File: src/rtl/mss_pkg.sv
// Shared widths, register indexes, run mode codes and reset values for the step sequencer.
`default_nettype none
package mss_pkg;

    localparam int LEVEL_W    = 16;
    localparam int COUNT_W    = 5;
    localparam int RAND_W     = 16;
    localparam int STEP_IDX_W = 4;
    localparam int HOLD_W     = 16;
    localparam int MODE_W     = 3;
    localparam int CFG_IDX_W  = 2;
    localparam int CFG_DATA_W = 16;

    typedef logic signed [LEVEL_W-1:0]  level_t;
    typedef logic        [COUNT_W-1:0]  count_t;
    typedef logic        [RAND_W-1:0]   rand_t;
    typedef logic        [STEP_IDX_W-1:0] step_idx_t;
    typedef logic        [HOLD_W-1:0]   hold_t;
    typedef logic        [MODE_W-1:0]   mode_t;
    typedef logic        [CFG_IDX_W-1:0]  cfg_idx_t;
    typedef logic        [CFG_DATA_W-1:0] cfg_data_t;

    localparam mode_t MODE_FORWARD  = 3'd0;
    localparam mode_t MODE_BACKWARD = 3'd1;
    localparam mode_t MODE_PINGPONG = 3'd2;
    localparam mode_t MODE_RWALK    = 3'd3;
    localparam mode_t MODE_RJUMP    = 3'd4;

    localparam cfg_idx_t REG_RUN_MODE   = 2'd0;
    localparam cfg_idx_t REG_TRIG_HIGH  = 2'd1;
    localparam cfg_idx_t REG_TRIG_LOW   = 2'd2;
    localparam cfg_idx_t REG_HOLD_TICKS = 2'd3;

    localparam mode_t  RUN_MODE_RST   = MODE_FORWARD;
    localparam level_t TRIG_HIGH_RST  = 16'sd1000;
    localparam level_t TRIG_LOW_RST   = 16'sd0;
    localparam hold_t  HOLD_TICKS_RST = 16'd48;

endpackage
`default_nettype wire

File: src/rtl/mss_in_if.sv
// Sample tick channel: clock and reset levels, channel count and random word.
`default_nettype none
interface mss_in_if;
    import mss_pkg::*;

    logic   valid;
    logic   ready;
    level_t clk_level;
    level_t rst_level;
    count_t channel_count;
    rand_t  rand_word;

    modport source (output valid, output clk_level, output rst_level,
                    output channel_count, output rand_word, input ready);
    modport sink   (input valid, input clk_level, input rst_level,
                    input channel_count, input rand_word, output ready);
endinterface
`default_nettype wire

File: src/rtl/mss_out_if.sv
// Result channel: selected step and active flag.
`default_nettype none
interface mss_out_if;
    import mss_pkg::*;

    logic      valid;
    logic      ready;
    step_idx_t step_index;
    logic      active;

    modport source (output valid, output step_index, output active, input ready);
    modport sink   (input valid, input step_index, input active, output ready);
endinterface
`default_nettype wire

File: src/rtl/mss_cfg_if.sv
// Configuration write channel: register index and write data.
`default_nettype none
interface mss_cfg_if;
    import mss_pkg::*;

    logic      valid;
    logic      ready;
    cfg_idx_t  index;
    cfg_data_t data;

    modport source (output valid, output index, output data, input ready);
    modport sink   (input valid, input index, input data, output ready);
endinterface
`default_nettype wire

File: src/rtl/mss_mod.sv
// Iterative restoring remainder unit, one dividend bit per cycle.
`default_nettype none
module mss_mod #(
    parameter int NW = 5
) (
    input  wire logic          clk,
    input  wire logic          rst_n,
    input  wire logic          start,
    input  wire logic [NW:0]   dividend,
    input  wire logic [NW-1:0] divisor,
    output logic               done,
    output logic [NW-1:0]      rem
);
    import mss_pkg::*;

    localparam int VW = NW + 1;
    localparam int CW = $clog2(VW + 1);

    logic [NW-1:0] rem_reg, rem_next;
    logic [NW:0]   dvd_reg, dvd_next;
    logic [NW-1:0] dsr_reg, dsr_next;
    logic [CW-1:0] cnt_reg, cnt_next;
    logic          busy_reg, busy_next;
    logic          done_reg, done_next;
    logic [NW:0]   trial;
    logic [NW:0]   diff;

    always_comb
    begin
        trial     = {rem_reg, dvd_reg[NW]};
        diff      = trial - {1'b0, dsr_reg};
        rem_next  = rem_reg;
        dvd_next  = dvd_reg;
        dsr_next  = dsr_reg;
        cnt_next  = cnt_reg;
        busy_next = busy_reg;
        done_next = 1'b0;
        if (start)
        begin
            rem_next  = '0;
            dvd_next  = dividend;
            dsr_next  = divisor;
            cnt_next  = CW'(VW);
            busy_next = 1'b1;
        end
        else if (busy_reg)
        begin
            if (trial >= {1'b0, dsr_reg})
            begin
                rem_next = diff[NW-1:0];
            end
            else
            begin
                rem_next = trial[NW-1:0];
            end
            dvd_next = {dvd_reg[NW-1:0], 1'b0};
            cnt_next = cnt_reg - CW'(1);
            if (cnt_reg == CW'(1))
            begin
                busy_next = 1'b0;
                done_next = 1'b1;
            end
        end
    end

    always_ff @(posedge clk or negedge rst_n)
    begin
        if (!rst_n)
        begin
            busy_reg <= 1'b0;
            done_reg <= 1'b0;
            cnt_reg  <= '0;
        end
        else
        begin
            busy_reg <= busy_next;
            done_reg <= done_next;
            cnt_reg  <= cnt_next;
        end
    end

    always_ff @(posedge clk)
    begin
        rem_reg <= rem_next;
        dvd_reg <= dvd_next;
        dsr_reg <= dsr_next;
    end

    assign done = done_reg;
    assign rem  = rem_reg;

endmodule
`default_nettype wire

File: src/rtl/multimode_step_sequencer_unit.sv
// Top level of the multimode step sequencer: triggers, hold counter and step advance.
//
//  channel  dir  payload                                        word accepted when
//  -------  ---  ---------------------------------------------  ------------------
//  sample   in   clk_level, rst_level, channel_count, rand_word  valid && ready
//  result   out  step_index, active                             valid && ready
//  cfg      in   index, data                                    valid && ready
//
// A sample with no clock edge to act on passes the tick state to done; random jump or an
// undefined mode passes the advance state too, one step up or down also waits for one
// remainder from the remainder unit and ping-pong for two; that unit takes one dividend bit per cycle.
// sample.ready is high only while the sequencer is idle; cfg is always ready.
// A finished word waits in the result register while the next sample is taken; a word
// still held there when the next one is done stalls the sequencer until it is taken.
// Reset clears the control state and loads the register defaults; the sample registers are not reset.
`default_nettype none
module multimode_step_sequencer_unit #(
    parameter int MAX_CHANNELS = 16
) (
    input  wire logic clk,
    input  wire logic rst_n,
    mss_in_if.sink    sample,
    mss_out_if.source result,
    mss_cfg_if.sink   cfg
);
    import mss_pkg::*;

    localparam int NW    = $clog2(MAX_CHANNELS + 1);
    localparam int SW    = $clog2(MAX_CHANNELS);
    localparam int VW    = NW + 1;
    localparam int CMP_W = (NW > COUNT_W) ? NW : COUNT_W;
    localparam int XW    = (SW > STEP_IDX_W) ? SW : STEP_IDX_W;
    localparam int PW    = RAND_W + NW;
    localparam logic [CMP_W-1:0] MAX_C = CMP_W'(MAX_CHANNELS);

    typedef enum logic [2:0] {
        S_IDLE,
        S_TICK,
        S_ADV,
        S_WAIT_UP,
        S_WAIT_DN,
        S_DONE
    } state_t;

    state_t    state_reg, state_next;
    mode_t     run_mode_reg;
    level_t    trig_high_reg;
    level_t    trig_low_reg;
    hold_t     hold_ticks_reg;

    logic [SW-1:0] step_reg, step_next;
    logic          going_down_reg, going_down_next;
    logic          clk_hi_reg, clk_hi_next;
    logic          rst_hi_reg, rst_hi_next;
    hold_t         hold_reg, hold_next;

    level_t        clk_lvl_reg;
    level_t        rst_lvl_reg;
    logic [NW-1:0] n_reg;
    rand_t         rnd_reg;
    logic [NW-1:0] up_reg, up_next;

    logic          out_valid_reg, out_valid_next;
    step_idx_t     out_step_reg, out_step_next;
    logic          out_active_reg, out_active_next;

    logic [CMP_W-1:0] count_ext;
    logic [NW-1:0]    n_sat;
    logic             rst_edge;
    logic             clk_edge;
    hold_t            hold_eff;
    logic             blocked;
    logic [PW-1:0]    jump_prod;
    logic [VW-1:0]    up_sum;
    logic [VW-1:0]    dn_sum;
    logic [XW-1:0]    step_x;
    logic [NW-1:0]    step_n;

    logic             mod_start;
    logic             mod_use_dn;
    logic             mod_done;
    logic [NW-1:0]    mod_rem;

    mss_mod #(
        .NW (NW)
    ) u_mod (
        .clk      (clk),
        .rst_n    (rst_n),
        .start    (mod_start),
        .dividend (mod_use_dn ? dn_sum : up_sum),
        .divisor  (n_reg),
        .done     (mod_done),
        .rem      (mod_rem)
    );

    assign count_ext = CMP_W'(sample.channel_count);
    assign n_sat     = (count_ext > MAX_C) ? NW'(MAX_C) : NW'(count_ext);
    assign rst_edge  = !rst_hi_reg && (rst_lvl_reg >= trig_high_reg);
    assign clk_edge  = !clk_hi_reg && (clk_lvl_reg >= trig_high_reg);
    assign hold_eff  = rst_edge ? hold_ticks_reg : hold_reg;
    assign blocked   = hold_eff != '0;
    assign jump_prod = {{NW{1'b0}}, rnd_reg} * {{RAND_W{1'b0}}, n_reg};
    assign up_sum    = VW'(step_reg) + VW'(1);
    assign dn_sum    = VW'(step_reg) + VW'(n_reg) - VW'(1);
    assign step_x    = XW'(step_reg);
    assign step_n    = NW'(step_reg);

    assign sample.ready      = (state_reg == S_IDLE);
    assign cfg.ready         = 1'b1;
    assign result.valid      = out_valid_reg;
    assign result.step_index = out_step_reg;
    assign result.active     = out_active_reg;

    always_comb
    begin
        state_next      = state_reg;
        step_next       = step_reg;
        going_down_next = going_down_reg;
        clk_hi_next     = clk_hi_reg;
        rst_hi_next     = rst_hi_reg;
        hold_next       = hold_reg;
        up_next         = up_reg;
        out_valid_next  = out_valid_reg;
        out_step_next   = out_step_reg;
        out_active_next = out_active_reg;
        mod_start       = 1'b0;
        mod_use_dn      = 1'b0;

        if (result.ready)
        begin
            out_valid_next = 1'b0;
        end

        unique case (state_reg)
            S_IDLE:
            begin
                if (sample.valid)
                begin
                    state_next = S_TICK;
                end
            end
            S_TICK:
            begin
                state_next = S_DONE;
                if (n_reg != '0)
                begin
                    rst_hi_next = rst_hi_reg ? !(rst_lvl_reg <= trig_low_reg)
                                             : (rst_lvl_reg >= trig_high_reg);
                    clk_hi_next = clk_hi_reg ? !(clk_lvl_reg <= trig_low_reg)
                                             : (clk_lvl_reg >= trig_high_reg);
                    hold_next   = blocked ? hold_eff - HOLD_W'(1) : hold_eff;
                    if (rst_edge)
                    begin
                        step_next = '0;
                    end
                    if (clk_edge && !blocked)
                    begin
                        state_next = S_ADV;
                    end
                end
            end
            S_ADV:
            begin
                case (run_mode_reg) inside
                    MODE_FORWARD, MODE_PINGPONG:
                    begin
                        mod_start  = 1'b1;
                        state_next = S_WAIT_UP;
                    end
                    MODE_BACKWARD:
                    begin
                        mod_start  = 1'b1;
                        mod_use_dn = 1'b1;
                        state_next = S_WAIT_DN;
                    end
                    MODE_RWALK:
                    begin
                        mod_start  = 1'b1;
                        mod_use_dn = !rnd_reg[0];
                        state_next = rnd_reg[0] ? S_WAIT_UP : S_WAIT_DN;
                    end
                    MODE_RJUMP:
                    begin
                        step_next  = jump_prod[RAND_W +: SW];
                        state_next = S_DONE;
                    end
                    default:
                    begin
                        state_next = S_DONE;
                    end
                endcase
            end
            S_WAIT_UP:
            begin
                if (mod_done)
                begin
                    up_next = mod_rem;
                    if (run_mode_reg == MODE_PINGPONG)
                    begin
                        mod_start  = 1'b1;
                        mod_use_dn = 1'b1;
                        state_next = S_WAIT_DN;
                    end
                    else
                    begin
                        step_next  = SW'(mod_rem);
                        state_next = S_DONE;
                    end
                end
            end
            S_WAIT_DN:
            begin
                if (mod_done)
                begin
                    state_next = S_DONE;
                    if (run_mode_reg == MODE_PINGPONG)
                    begin
                        if (going_down_reg)
                        begin
                            if (mod_rem > step_n)
                            begin
                                step_next       = SW'(up_reg);
                                going_down_next = 1'b0;
                            end
                            else
                            begin
                                step_next = SW'(mod_rem);
                            end
                        end
                        else
                        begin
                            if (up_reg < step_n)
                            begin
                                step_next       = SW'(mod_rem);
                                going_down_next = 1'b1;
                            end
                            else
                            begin
                                step_next = SW'(up_reg);
                            end
                        end
                    end
                    else
                    begin
                        step_next = SW'(mod_rem);
                    end
                end
            end
            S_DONE:
            begin
                if (!out_valid_reg || result.ready)
                begin
                    out_valid_next  = 1'b1;
                    out_active_next = (n_reg != '0);
                    out_step_next   = (n_reg != '0) ? step_x[STEP_IDX_W-1:0] : '0;
                    state_next      = S_IDLE;
                end
            end
            default:
            begin
                state_next = S_IDLE;
            end
        endcase
    end

    always_ff @(posedge clk or negedge rst_n)
    begin
        if (!rst_n)
        begin
            state_reg      <= S_IDLE;
            run_mode_reg   <= RUN_MODE_RST;
            trig_high_reg  <= TRIG_HIGH_RST;
            trig_low_reg   <= TRIG_LOW_RST;
            hold_ticks_reg <= HOLD_TICKS_RST;
            step_reg       <= '0;
            going_down_reg <= 1'b0;
            clk_hi_reg     <= 1'b0;
            rst_hi_reg     <= 1'b0;
            hold_reg       <= '0;
            out_valid_reg  <= 1'b0;
            out_step_reg   <= '0;
            out_active_reg <= 1'b0;
        end
        else
        begin
            state_reg      <= state_next;
            step_reg       <= step_next;
            going_down_reg <= going_down_next;
            clk_hi_reg     <= clk_hi_next;
            rst_hi_reg     <= rst_hi_next;
            hold_reg       <= hold_next;
            out_valid_reg  <= out_valid_next;
            out_step_reg   <= out_step_next;
            out_active_reg <= out_active_next;
            if (cfg.valid)
            begin
                unique case (cfg.index)
                    REG_RUN_MODE:   run_mode_reg   <= cfg.data[MODE_W-1:0];
                    REG_TRIG_HIGH:  trig_high_reg  <= level_t'(cfg.data);
                    REG_TRIG_LOW:   trig_low_reg   <= level_t'(cfg.data);
                    REG_HOLD_TICKS: hold_ticks_reg <= cfg.data;
                    default:        run_mode_reg   <= run_mode_reg;
                endcase
            end
        end
    end

    always_ff @(posedge clk)
    begin
        if (sample.valid && sample.ready)
        begin
            clk_lvl_reg <= sample.clk_level;
            rst_lvl_reg <= sample.rst_level;
            n_reg       <= n_sat;
            rnd_reg     <= sample.rand_word;
        end
        up_reg <= up_next;
    end

`ifndef SYNTHESIS
    a_busy_after_accept: assert property (@(posedge clk) disable iff (!rst_n)
        sample.valid && sample.ready |=> !sample.ready)
        else $error("sample taken while an earlier one is in flight");

    a_idle_result_zero: assert property (@(posedge clk) disable iff (!rst_n)
        result.valid && !result.active |-> result.step_index == '0)
        else $error("inactive result carries a nonzero step");

    a_rem_in_range: assert property (@(posedge clk) disable iff (!rst_n)
        mod_done |-> mod_rem < n_reg)
        else $error("remainder not below channel count");

    a_direction_pingpong: assert property (@(posedge clk) disable iff (!rst_n)
        going_down_reg != $past(going_down_reg) |-> $past(run_mode_reg) == MODE_PINGPONG)
        else $error("direction changed outside ping-pong mode");
`endif

endmodule
`default_nettype wire
File: src/flat_wrapper.sv
// flat-port wrapper written by rule: the top's interface ports become plain ports
module multimode_step_sequencer_unit_flat import mss_pkg::*;
#(
    parameter int MAX_CHANNELS = 16
)
  (clk, rst_n, sample_valid, sample_clk_level, sample_rst_level, sample_channel_count, sample_rand_word, sample_ready, result_valid, result_step_index, result_active, result_ready, cfg_valid, cfg_index, cfg_data, cfg_ready);
  mss_in_if sample_i ();
  mss_out_if result_i ();
  mss_cfg_if cfg_i ();
  input  wire logic clk;
  input  wire logic rst_n;
  input wire logic [$bits(sample_i.valid)-1:0] sample_valid;
  input wire logic [$bits(sample_i.clk_level)-1:0] sample_clk_level;
  input wire logic [$bits(sample_i.rst_level)-1:0] sample_rst_level;
  input wire logic [$bits(sample_i.channel_count)-1:0] sample_channel_count;
  input wire logic [$bits(sample_i.rand_word)-1:0] sample_rand_word;
  output wire logic [$bits(sample_i.ready)-1:0] sample_ready;
  output wire logic [$bits(result_i.valid)-1:0] result_valid;
  output wire logic [$bits(result_i.step_index)-1:0] result_step_index;
  output wire logic [$bits(result_i.active)-1:0] result_active;
  input wire logic [$bits(result_i.ready)-1:0] result_ready;
  input wire logic [$bits(cfg_i.valid)-1:0] cfg_valid;
  input wire logic [$bits(cfg_i.index)-1:0] cfg_index;
  input wire logic [$bits(cfg_i.data)-1:0] cfg_data;
  output wire logic [$bits(cfg_i.ready)-1:0] cfg_ready;
  assign sample_i.valid = sample_valid;
  assign sample_i.clk_level = sample_clk_level;
  assign sample_i.rst_level = sample_rst_level;
  assign sample_i.channel_count = sample_channel_count;
  assign sample_i.rand_word = sample_rand_word;
  assign sample_ready = sample_i.ready;
  assign result_valid = result_i.valid;
  assign result_step_index = result_i.step_index;
  assign result_active = result_i.active;
  assign result_i.ready = result_ready;
  assign cfg_i.valid = cfg_valid;
  assign cfg_i.index = cfg_index;
  assign cfg_i.data = cfg_data;
  assign cfg_ready = cfg_i.ready;
  multimode_step_sequencer_unit #(.MAX_CHANNELS(MAX_CHANNELS)) u_core (.clk(clk), .rst_n(rst_n), .sample(sample_i), .result(result_i), .cfg(cfg_i));
endmodule
File: config.mk
export PLATFORM = sky130hd
export DESIGN_NAME = multimode_step_sequencer_unit_flat
export DESIGN_NICKNAME = d
export VERILOG_FILES = /design/src/rtl/mss_pkg.sv /design/src/rtl/mss_in_if.sv /design/src/rtl/mss_out_if.sv /design/src/rtl/mss_cfg_if.sv /design/src/rtl/mss_mod.sv /design/src/rtl/multimode_step_sequencer_unit.sv /design/src/flat_wrapper.sv
export SDC_FILE = /design/constraint.sdc
export NUM_CORES = 1
export LEC_CHECK = 0
export ABC_AREA = 1
export BUFFER_PORTS_ARGS = -buffer_cell sky130_fd_sc_hd__buf_2
export CAP_MARGIN = 10
export CELL_PAD_IN_SITES_DETAIL_PLACEMENT = 1
export CELL_PAD_IN_SITES_GLOBAL_PLACEMENT = 2
export CORE_MARGIN = 1
export CORE_UTILIZATION = 34
export DETAILED_ROUTE_END_ITERATION = 6
export PLACE_DENSITY = 0.82
export SLEW_MARGIN = 20
export SYNTH_ARGS = -nofsm -noshare
export SYNTH_HDL_FRONTEND = slang
export SYNTH_SLANG_ARGS = --single-unit
File: constraint.sdc
create_clock -name clk -period 4 [get_ports clk]
set_clock_uncertainty 0.1 [all_clocks]
set_input_delay 0.2 -clock clk [delete_from_list [all_inputs] [get_ports clk]]
set_output_delay 0.2 -clock clk [all_outputs]
set_load 0.005 [all_outputs]
==> Yosys cells after proc, flatten, opt, wreduce, memory -nomap -nowiden <==
Index checks and enable logic that the tools add are counted.
{ "word_totals": {"mem_bits_rw": 0, "rom_bits": 0, "output_inout_bits": 8, "latch_bits": 0, "ff_bits": 162, "in_bits": 76, "mem_count": 0, "word_cells": 152} }
{ "op_classes": {"shift": 0, "div_mod_pow": 0, "eq_ne": 24, "order_cmp": 8, "addsub": 6, "mul": 1, "reduce_logical": 30, "muxes": 59, "bitwise": 0} }
{ "op_table": {"columns": ["op", "n"], "rows": [
  ["two-way mux 4 bit", 14],
  ["two-way mux 3 bit", 12],
  [">= comparator 16 bit", 2],
  ["less-or-equal comparator 16 bit", 2],
  ["two-way mux 16 bit", 2],
  ["two-way mux 1 bit", 23],
  ["multiplier 16 x 5 -> 20 bit", 1],
  ["two-way mux 6 bit", 3],
  ["one-hot mux 3 bit (6 select lines)", 1],
  ["one-hot mux 4 bit (4 select lines)", 1],
  ["nonzero test 16 bit", 1],
  ["subtractor 16 x 1 -> 16 bit (second input constant)", 1],
  ["inequality test 2 bit (second input constant)", 7],
  ["AND reduction 2 bit", 7],
  ["equality test 3 x 2 -> 1 bit (second input constant)", 4],
  ["AND reduction 10 bit", 1],
  ["equality test 3 x 1 -> 1 bit (second input constant)", 3],
  ["equality test 3 bit (second input constant)", 3],
  ["inequality test 2 x 1 -> 1 bit (second input constant)", 4],
  ["zero test 1 bit", 7],
  ["adder 4 x 5 -> 6 bit", 1],
  [">= comparator 6 x 5 -> 1 bit", 1],
  ["zero test 3 bit", 2],
  ["subtractor 6 x 1 -> 6 bit (second input constant)", 1],
  ["19 further kinds", 24]
]} }

==> Depth between registers and ports, before layout <==
{ "depth": {"depth_word": 9, "depth_mapped": 23, "depth_no_buf": 22} }

==> Hierarchy <==
A second synthesis with hierarchy kept.
{ "unflattened": {"hier_cells": 1470, "area_unflattened_um2": 11813.8} }
{ "modules_own_cells": {"columns": ["mod", "area_each_um2", "instances", "seq_area_each_um2", "cells_each"], "rows": [
  ["multimode_step_sequencer_unit", 10691.5, 1, 3828.7, 1337],
  ["mss_mod", 1122.3, 1, 555.5, 133]
]} }

==> Least setup slack after synthesis <==
OpenSTA, ideal clock, no wires.
{ "synth_path": {"path_kind": "register -> register", "from": "register u_core.n_reg[3]", "to": "register u_core.step_reg[3]", "synth_period_minus_slack_ns": 4.123, "stages_incl_launch_ff": 21, "setup_time_ns": 0.129, "path_buffers": 2, "slack_ns": -0.123, "t_arrival_ns": 3.893, "required_ns": 3.771, "cell_sequence": "edfxtp_1 > clkbuf_1 > clkbuf_1 > nand2_1 > inv_1 > fa_1 > fa_1 > inv_1 > fa_1 > inv_1 > ha_1 > nand2_1 > nor3_1 > nor3b_1 > nand4_1 > nand3_1 > a21oi_1 > o21ai_0 > o211ai_1 > nand2_1 > o21ai_0"} }
{ "synth_between": {"elab_chain_cells": 6, "elab_cells_between_ends": 9, "classes_between": "mul: 1; eq/ne: 1; mux: 5; reduce/logical: 2"} }
{ "synth_lines": {"columns": ["item", "line_no", "source"], "rows": [
  ["start: declaration", "multimode_step_sequencer_unit.sv:59", "logic [NW-1:0] n_reg;"],
  ["start signal: assignment", "multimode_step_sequencer_unit.sv:314", "n_reg <= n_sat;"],
  ["multiplier 16 x 5 -> 20 bit", "multimode_step_sequencer_unit.sv:102", "assign jump_prod = {{NW{1'b0}}, rnd_reg} * {{RAND_W{1'b0}}, n_reg};"],
  ["two-way mux 4 bit (4 in series)", "multimode_step_sequencer_unit.sv:164", "case (run_mode_reg) inside"],
  ["one-hot mux 4 bit (4 select lines)", "multimode_step_sequencer_unit.sv:134", "unique case (state_reg)"],
  ["end signal: assignment", "multimode_step_sequencer_unit.sv:287", "step_reg <= step_next;"],
  ["end: declaration", "multimode_step_sequencer_unit.sv:51", "logic [SW-1:0] step_reg, step_next;"]
]} }
Several ways; a longest one is shown, not always the timed one. The select of a mux whose other input is x is not followed.
A chain may end at the register's enable or synchronous reset.

==> Worst setup path after layout <==
{ "layout_path": {"from": "register u_core.n_reg[2]", "to": "register u_core.step_reg[0]"} }
Same word-level chain as after synthesis.

==> results.cfg <==
[finish]
area_growth_pct = 24.1
drive_gt1_share_pct = 16.9
final_cells = 2062
n_antenna_cell = 0
final_nets = 1833

[grt]
met3_usage_pct = 2.76
grt_pass1_vias = 10700
grtUsageTotal_pct = 19.3
antenna_found_initial = 0
overflow = 0
grt_max_degree = 69
grt_most_used_layer = met2
grt_pass1_wl_um = 53500
use_met2_pct = 35.1
gr-usage-met1_pct = 23.3

[setup_path]
end_kind = flop
cp-start-kind = flop
worstPathRequired_ns = 4.23
crit_fanout = 6
worstSetupPathType = reg -> reg
arrival_ns = 4.19

[yosys]
yosysTopAreaCell = edfxtp_1
synth-seq-cells = 162
avgSynthCellArea_um2 = 8.16
synthCells = 1423
synth_top_area_share_pct = 17.8
syn_area_um2 = 11600
ys_seq_area_share_pct = 37.8
ys_top_cells_by_area = edfxtp_1 (18%), dfrtp_1 (17%), ha_1 (12%)
synthDistinctLibCells = 52
ys_warn_count = 0
synth_nets = 1655

[sta]
rsz0062_at_grt = yes
relSlewSlack_pct = 33.4
fmax_mhz = 253
timing.hold.ws_ns = 0.00412
period_share_pct = 98.9
hold_viol = 0
finalSetupViolCount = 0
finalMaxSlewViolations = 0
worst_pin_slew_ns = 0.998
fin_crit_ns = 3.96

[clock_tree]
cts.path.max_buffers = 2
cts_tree = built
clkLatencyLatePin_ns = 0.45
htreeDepth = 4
cts.sinks = 162
clockRootBuffer = clkbuf_16
cts.clk_slew.worst_paths_ns = 0.07
numCtsBuffers = 17

[hold_path]
hold_path_class = in -> reg

[floorplanning]
die_h_um = 187
core.rowCount = 67
ios = 84
core_um2 = 33500
start_util_pct = 34.6
die_w_um = 187
dieArea_um2 = 34900

[detailed_routing]
drtAntennaViolNets = 0
vias_per_cell = 4.78
drtIter0Drc = 338
drt_wl_total_um = 32900
routedWlPerCell_um = 15.9
firstDrtPassIters = 5
vias = 9864
drcViolationCount = 0

[power_and_ir_drop]
switching_share_pct = 45.1
pwr-share-comb_pct = 56.8
internal_power_mw = 5.31
seqPwrFrac_pct = 25.2
power.leakage_nw = 7.29
clkPwrFrac_pct = 17.9
power.switching_mw = 4.36
p_per_area_nw_per_um2 = 671
ir_drop_mv = 0.346

[status]
status = finished, final reports clean

[placed_design]
place_hpwl_um = 24300
io_buffers = 82
placedCellCount = 1961
gp_congestion = 0.818

[flow_run]
cap_violations = 0
## worst max-delay path: stages (launching register included)
cell       delay, ns
edfxtp_1        0.46
buf_6           0.17
clkbuf_16       0.16
nand2_2         0.06
inv_2           0.04
fa_2            0.37
fa_1            0.51
inv_1           0.05
fa_1            0.52
inv_1           0.06
ha_4            0.28
nand2_2         0.06
buf_6           0.12
inv_1           0.06
nand3_2         0.08
nor3_2          0.23
o31ai_2         0.10
nand2_1         0.11
nand2_1         0.07
nand2_1         0.05
o21ai_1         0.06
nand2_1         0.06
o21ai_1         0.06
## metal layers
layer / vias up / wire length, um
met4: 0 / 693
met5: - / 0
met3: 36 / 678
li1: 4908 / -
met1: 4801 / 14600
met2: 119 / 16900
## Yosys cell counts (all sizes together)
| cell | count |
|---|---|
| a211o | 1 |
| a211oi | 2 |
| a21boi | 1 |
| a21o | 1 |
| a21oi | 57 |
| a221oi | 2 |
| a22o | 1 |
| a31oi | 3 |
| buf | 8 |
| clkbuf | 24 |
| clkinv | 1 |
| conb | 1 |
| dfrtp | 80 |
| dfstp | 8 |
| dfxtp | 5 |
| edfxtp | 69 |
| fa | 42 |
| ha | 114 |
| inv | 278 |
| nand2 | 377 |
| nand3 | 72 |
| nand3b | 8 |
| nand4 | 17 |
| nor2 | 81 |
| nor3 | 14 |
| nor3b | 1 |
| nor4 | 3 |
| o211ai | 13 |
| o21a | 6 |
| o21ai | 101 |
| o21bai | 1 |
| o221a | 1 |
| o221ai | 1 |
| o22ai | 8 |
| o31ai | 1 |
| o32ai | 1 |
| o41ai | 1 |
| or2 | 1 |
| xnor2 | 4 |
| xor2 | 13 |
## power by group through the flow
stage	clock network (mW)	registers [mW]	logic, mW
after global placement	0	2.46	4.51
after CTS	1.78	2.44	4.90
final	1.73	2.44	5.49
after floorplan	0	2.36	3.31
after global routing	1.84	2.49	6.28
after detailed placement	0	2.47	4.65
## metrics by stage
step                total power [mW]  setup slack (ns)  area [um2]  util [%]  TNS, ns
floorplan                       5.66           0.00624       11600         -        0
global placement                6.97           -0.0685       12800      38.1   -0.124
detailed placement              7.12            -0.117       12800      38.1   -0.220
CTS                             9.12           0.00428       14100      41.9        0
global route                    10.6            -0.178       14400      43.0   -0.511
finish                          9.67            0.0430       14400      43.0        0
## cell families after synthesis
kind of cell	share of synthesized area (%)
simple gates	21.4
buf+inv	10.3
compound gates	9.64
flops	37.8
fa+ha+maj	19.5
xor+xnor	1.28
other cells	0.0323
## layout by cell type, fill, tap and decap left out, types with 12 or more instances in the layout
cell | Yosys | final
nand2_1 | 362 | 347
inv_1 | 277 | 263
ha_1 | 114 | 100
o21ai_0 | 95 | 88
buf_2 | 3 | 81
dfrtp_1 | 80 | 80
edfxtp_1 | 69 | 69
nor2_1 | 70 | 67
nand3_1 | 67 | 63
dlygate4sd3_1 | 0 | 61
a21oi_1 | 57 | 50
buf_4 | 2 | 42
fa_1 | 42 | 37
nand2_2 | 14 | 24
clkbuf_16 | 0 | 18
nand4_1 | 17 | 17
inv_2 | 1 | 15
xor2_1 | 13 | 13
o211ai_1 | 13 | 13
ha_4 | 0 | 13
o21ai_1 | 6 | 12
## final cells by class
type                       count  area, um2
multi-input combinational    950       6380
tap                          448        561
fill                        4021      19100
clock inverter                13        163
inverter                     279       1050
sequential                   162       4380
timing repair buffer         191       1450
clock buffer                  19        433
## timing repair
action / CTS / global route
cloned: 0 / 1
hold buffers: 61 / 0
hold endpoints to repair: 134 / 0
gates resized for setup: 13 / 73
buffers inserted: 0 / 7
endpoints found under the setup margin: 3 / 4
pin swaps: 9 / 54
## path summary, 6_finish.rpt
check	cells past startpoint	slack (ns)	startpoint	end
worst max-delay path	22	0.04	u_core.n_reg[2]	u_core.step_reg[0]
worst min-delay path	3	0.004	cfg_data[2]	u_core.trig_high_reg[2]
worst max register to register	22	0.04	u_core.n_reg[2]	u_core.step_reg[0]
worst min register to register	2	0.39	u_core.trig_low_reg[10]	u_core.trig_low_reg[10]
max in group asynchronous	3	2.54	rst_n	u_core.trig_high_reg[8]
min in group asynchronous	2	0.34	rst_n	u_core.u_mod.busy_reg
Power figures use the tool's default switching activity.
